`src/ctsf_ram.sv`:
```
// Generic single-port-write, registered-read RAM.
module ctsf_ram #(
  parameter int WIDTH = 8,
  parameter int DEPTH = 4,
  localparam int AW = (DEPTH > 1) ? $clog2(DEPTH) : 1
) (
  input  logic             clk_i,
  input  logic             we_i,
  input  logic [AW-1:0]    waddr_i,
  input  logic [WIDTH-1:0] wdata_i,
  input  logic [AW-1:0]    raddr_i,
  output logic [WIDTH-1:0] rdata_o
);

  logic [WIDTH-1:0] mem [DEPTH];
  logic [WIDTH-1:0] rdata_q;

  always_ff @(posedge clk_i) begin
    if (we_i) begin
      mem[waddr_i] <= wdata_i;
    end
    rdata_q <= mem[raddr_i];
  end

  assign rdata_o = rdata_q;

endmodule

```
`config.mk`:
```
export PLATFORM = sky130hd
export DESIGN_NAME = ctsf_ram
export DESIGN_NICKNAME = d
export VERILOG_FILES = /design/src/ctsf_ram.sv
export SDC_FILE = /design/constraint.sdc
export NUM_CORES = 1
export LEC_CHECK = 0
export BUFFER_PORTS_ARGS = -buffer_cell sky130_fd_sc_hd__buf_2
export CAP_MARGIN = 20
export CORE_ASPECT_RATIO = 1.2
export CORE_UTILIZATION = 57
export CTS_CLUSTER_DIAMETER = 50
export DETAILED_ROUTE_END_ITERATION = 7
export PLACE_DENSITY = 0.91
export SLEW_MARGIN = 40
export SYNTH_ARGS = -nofsm -noshare
export SYNTH_HDL_FRONTEND = slang
export SYNTH_SLANG_ARGS = --single-unit
```
`constraint.sdc`:
```
create_clock -name clk_i -period 2.74 [get_ports clk_i]
set_input_delay 0 -clock clk_i [delete_from_list [all_inputs] [get_ports clk_i]]
set_output_delay 0 -clock clk_i [all_outputs]
set_load 0.01 [all_outputs]
```
==> impl_metrics.toml, run 1 <==
[sta]
hold_violations = 0
clock_skew_ns = 0.00339
fin_worst_hold_slack_ns = 0.0885
finalSetupViolCount = 0
drv_slew = 0
max_freq_mhz = 1030
period_needed_ns = 0.972
relSlewSlack_pct = 72.5
max_slew.worst_pin.slew_ns = 0.413
period_share_pct = 35.5
fin_setup_tns_ns = 0
rsz0062_at_grt = "false"

[min_path]
hold_depth = 2
hold_class = "in2reg"

[die]
start_util_pct = 63.0
chipHeight_um = 55.3
dieArea_mm2 = 0.00257
coreArea_mm2 = 0.00214
io-pin-count = 22
die_w_um = 46.4
rows = 18

[route]
drt_iter0_markers = 10
num_vias = 629
dr.pass1.iters = 4
wirelength_um = 2010
drc_errors = 0
ant_nets = 0
via_per_inst = 5.24
wire_per_inst_um = 16.7

[setup_path]
crit_path_start_kind = "register"
path_class = "reg2reg"
cp_slowest_cell = "mux4_2"
cp_cell_sequence = "mux4_2"
crit_path_max_fanout = 1
path_delay_family = "multiplexers"
required_ns = 2.95
max_stage_delay_ns = 0.46
critPathArrivalTime_ns = 1.18
cp_num_cells = 1
path_buf_inv = 0
r2r_cells = 1
critPathCaptureType = "register"

[global_routing]
grt_pass1_vias = 648
antenna_found_initial = 0
grt_overflow = 0
grt_pass1_wl_um = 3110
grt_max_degree = 12
grt_use_total_pct = 19.0

[cells_and_area]
layout-drive-gt1-share_pct = 40.0
final_util_pct = 75.8
syn2layout_area_growth_pct = 20.2
final_nets = 103
antenna_cells = 0
fin_cells = 120
regArea_mm2 = 0.00112
multiInputGateArea_um2 = 211
fillers = 127
stdcell_area_mm2 = 0.00162

[cts]
h-tree-depth = 2
cts_tree = "built"
clk_pin_slew_ns = 0.10
cts_sinks = 40
cts-root-buf = "clkbuf_4"
clkLatencyLatePin_ns = 0.32
cts_buffer_depth = 2
cts_made_buffers = 5
ctsResizeCount = 0

[flow_run]
max-cap-violations = 0

[place]
place_congestion = 0.628
io_buffers = 21
placed_cell_area_mm2 = 0.00148
placed_cells = 104

[synthesis]
ys_seq_area_share_pct = 83.1
yosysTopAreaCell = "edfxtp_1"
ys_warn_count = 0
ys_ff_latch = 40
yosysUniqueCellTypes = 8
synth.avg_cell_area_um2 = 25.0
ys_top_cells_by_area = "edfxtp_1, mux4_2, dfxtp_1, and3b_1, buf_6"
syn_nets = 68
synth.top_cell.area_share_pct = 71.2
syn_area_mm2 = 0.00135
synth_cells = 54

[power_and_ir_drop]
power.density_mw_per_mm2 = 659
p_leak_nw = 0.587
ir_drop_uv = 466

[outcome]
outcome = "finished clean"
[registers in the layout, indices dropped and copies added, names as in the netlist]
| register | flops |
|---|---|
| mem | 32 |
| rdata_o | 8 |
[through the flow]
step	setup WS, ns	total power [mW]
after floorplan	1.68	0.749
after global placement	1.80	0.776
after detailed placement	1.77	0.782
after CTS	1.76	1.08
after global routing	1.73	1.11
final	1.77	1.07
[final cells by class]
| cell class | instances | share of cell area [%] |
|---|---|---|
| timing repair buffer | 30 | 11.9 |
| multi-input combinational | 12 | 13.0 |
| sequential | 40 | 69.1 |
| tap | 30 | 2.31 |
| clock buffer | 8 | 3.63 |
[routing by layer]
layer	track usage (%)	part of all wire [%]	vias up
met5	0	0	-
met2	28.6	54	19
met1	22.6	40	311
li1	-	-	294
met4	11.3	2.4	0
met3	6.86	3.5	5
[cell usage in the layout (no fill, tap or decap), types with 2 or more instances in the layout]
| master | instances |
|---|---|
| and3b_1 | 2 |
| buf_2 | 21 |
| edfxtp_1 | 32 |
| dlygate4sd3_1 | 8 |
| dfxtp_1 | 8 |
| clkbuf_1 | 2 |
| mux4_2 | 8 |
| clkbuf_4 | 5 |
[Yosys cell counts (all sizes together)]
cell type and n:
buf 1, and3 1, nor3b 1, clkbuf 1
edfxtp 32, and3b 2, mux4 8, dfxtp 8
[worst paths after layout]
path	start	end	slack [ns]
setup / recovery	mem[0][4]	rdata_o[4]	1.77
hold / removal	raddr_i[1]	rdata_o[2]	0.09
setup reg to reg	mem[0][4]	rdata_o[4]	1.77
hold reg to reg	mem[2][2]	rdata_o[2]	0.56
[logic make-up (layout without fill, tap and decap cells)]
| group | Yosys count | after routing | share of synthesized area, % |
|---|---|---|---|
| buffers and inverters | 2 | 38 | 1.21 |
| DFF | 40 | 40 | 83.1 |
| muxes | 8 | 8 | 13.4 |
| and+or+nand+nor | 4 | 4 | 2.32 |
[power breakdown]
group          switching [mW]  internal, mW  leakage, nW  total [mW]
logic                  0.0352        0.0411        0.193      0.0763
clock network           0.166         0.127       0.0326       0.293
registers             0.00777         0.692        0.361       0.699
total                   0.209         0.859        0.587        1.07
[what timing repair did]
| action | in CTS | in global routing |
|---|---|---|
| endpoints found under the setup margin | 0 | 0 |
| setup buffers | 0 | 0 |
| hold endpoints to repair | 32 | 0 |
| hold buffers | 8 | 0 |
Note: power is estimated with default switching activity, not from simulation.
==> run 2: changes to the inputs <==
- CORE_UTILIZATION: 57 -> 53
- PLACE_DENSITY: 0.91 -> 0.87
- clock period: 2.74 -> 0.9 ns (I/O delays scaled with it)
==> run 2 against run 1 <==
Against the previous run:
- the run now ends with setup timing left
- hold slack worse by 0.016 ns
- critical endpoint is now rdata_o[3]
- register-to-register slack lost 1.8 ns
- largest power group unchanged
- fmax is 1.8% higher
- critical path type unchanged
- flip-flop and latch count unchanged
- sequential power grew to 3.0 times the previous value
- largest cell class unchanged
==> impl_metrics.toml, run 2 (synthesis gave the netlist of run 1 again) <==
[outcome]
outcome = "finished, violations left"
violations = "setup timing"

[route]
wl_met1_um = 821
routed-wl-met3_um = 118
drc_errors = 0
drt_iter0_markers = 26
num_vias = 667
dr.pass1.iters = 2
top_layer = "met4"
ant_nets = 0
via_per_inst = 5.17
wirelength_um = 2100
route.met2.wl_um = 1090
wire_per_inst_um = 16.3

[sta]
fin_setup_tns_ns = -0.351
hold_violations = 0
clock_skew_ns = 0.00338
max_freq_mhz = 1050
rsz0062_at_grt = "true"
period_needed_ns = 0.955
fin_ws_ns = -0.0546
period_share_pct = 106
relSlewSlack_pct = 86.0
max_slew.worst_pin.slew_ns = 0.210
finalSetupViolCount = 8
drv_slew = 0

[power_and_ir_drop]
power.total_mw = 4.10
power.density_mw_per_mm2 = 2320
p_leak_nw = 0.668
ir_drop_uv = 2740

[min_path]
min_from = "raddr_i[1]"
hold_end = "rdata_o[7]"
hold_class = "in2reg"
hold_depth = 2

[cells_and_area]
antenna_cells = 0
multiInputGateArea_um2 = 216
mostFrequentLayoutCell = "edfxtp_1"
largest_reg_flops = 32
syn2layout_area_growth_pct = 31.2
regArea_mm2 = 0.00112
final_cell_mix = "edfxtp_1, buf_2"
layout-drive-gt1-share_pct = 48.0
stdcell_area_mm2 = 0.00177
top_register = "mem"
fillers = 141
final_nets = 111

[setup_path]
r2r_cells = 1
cp_cell_sequence = "mux4_2"
required_ns = 1.14
r2r_end = "rdata_o[3]"
r2r_setup_slack_ns = -0.05
max_stage_delay_ns = 0.46
critPathCaptureType = "register"
cp_slowest_cell = "mux4_2"
crit_path_start_kind = "register"
r2r-start = "mem[3][3]"
crit_path_max_fanout = 1
path_class = "reg2reg"
path_buf_inv = 0
critPathArrivalTime_ns = 1.19
path_delay_family = "multiplexers"

[flow_run]
max-cap-violations = 0

[cts]
clkLatencyLatePin_ns = 0.35
cts_sinks = 40
h-tree-depth = 2
cts_made_buffers = 5
clk_pin_slew_ns = 0.11
cts_tree = "built"
ctsResizeCount = 0
cts_buffer_depth = 2
cts-root-buf = "clkbuf_4"

[place]
placed_cell_area_mm2 = 0.00156
place_congestion = 0.713
io_buffers = 21

[global_routing]
grt_pass1_wl_um = 3300
grt_pass1_vias = 685
grt_max_degree = 14
antenna_found_initial = 0
grt_overflow = 0
grt_use_total_pct = 19.6

[die]
coreArea_mm2 = 0.00235
dieArea_mm2 = 0.00275
start_util_pct = 57.3
io-pin-count = 22
rows = 19
chipHeight_um = 57.3
die_w_um = 48.1
-- run 2: changes by cell type in the layout (fill, tap and decap cells not counted), sizes merged --
| cell | change |
|---|---|
| bufinv | +3 |
| buf | +8 |
| clkbuf | -3 |
-- run 2: routing by layer --
layer | GRT usage [%] | vias to the layer above
li1 | - | 309
met1 | 23.9 | 330
met2 | 29.0 | 20
met3 | 10.1 | 8
met4 | 8.33 | 0
met5 | 0 | -
-- run 2: layout make-up --
cell class	count	area share (%)
Sequential cell	40	63.4
Timing Repair Buffer	38	15.0
Multi-Input combinational cell	12	12.2
Clock inverter	3	5.09
Tap cell	31	2.19
Clock buffer	5	2.12
-- run 2: worst max-delay path by stage --
stage	slack [ns]	to	from	depth (start not counted)
CTS	-0.06	rdata_o[0]	mem[3][0]	1
global placement	-0.01	rdata_o[6]	mem[3][6]	1
detailed placement	-0.06	rdata_o[0]	mem[3][0]	1
global route	-0.09	rdata_o[7]	mem[1][7]	1
finish	-0.05	rdata_o[3]	mem[3][3]	1
floorplan	-0.009	rdata_o[0]	mem[3][0]	1
-- run 2: timing repair --
item | CTS | global route
endpoints found under the hold margin | 32 | 0
gates cloned | 0 | 0
endpoints found under the setup margin | 8 | 8
buffers inserted | 0 | 0
hold buffers | 8 | 0
-- run 2: where the power goes --
group,switching (mW),internal [mW],total [mW]
Combinational,0.115,0.150,0.265
Sequential,0.0229,2.10,2.13
Clock,0.566,1.14,1.71
-- run 2: per-stage QoR --
step | cells | setup slack, ns | hold WS [ns] | util (%)
detailed placement | 113 | -0.0550 | 0.220 | 66.3
global route | 129 | -0.0904 | 0.0608 | 75.2
finish | 129 | -0.0546 | 0.0720 | 75.2
CTS | 129 | -0.0623 | 0.0646 | 75.2
global placement | 113 | -0.0148 | 0.210 | 66.3
floorplan | 54 | -0.00882 | 0.0989 | -
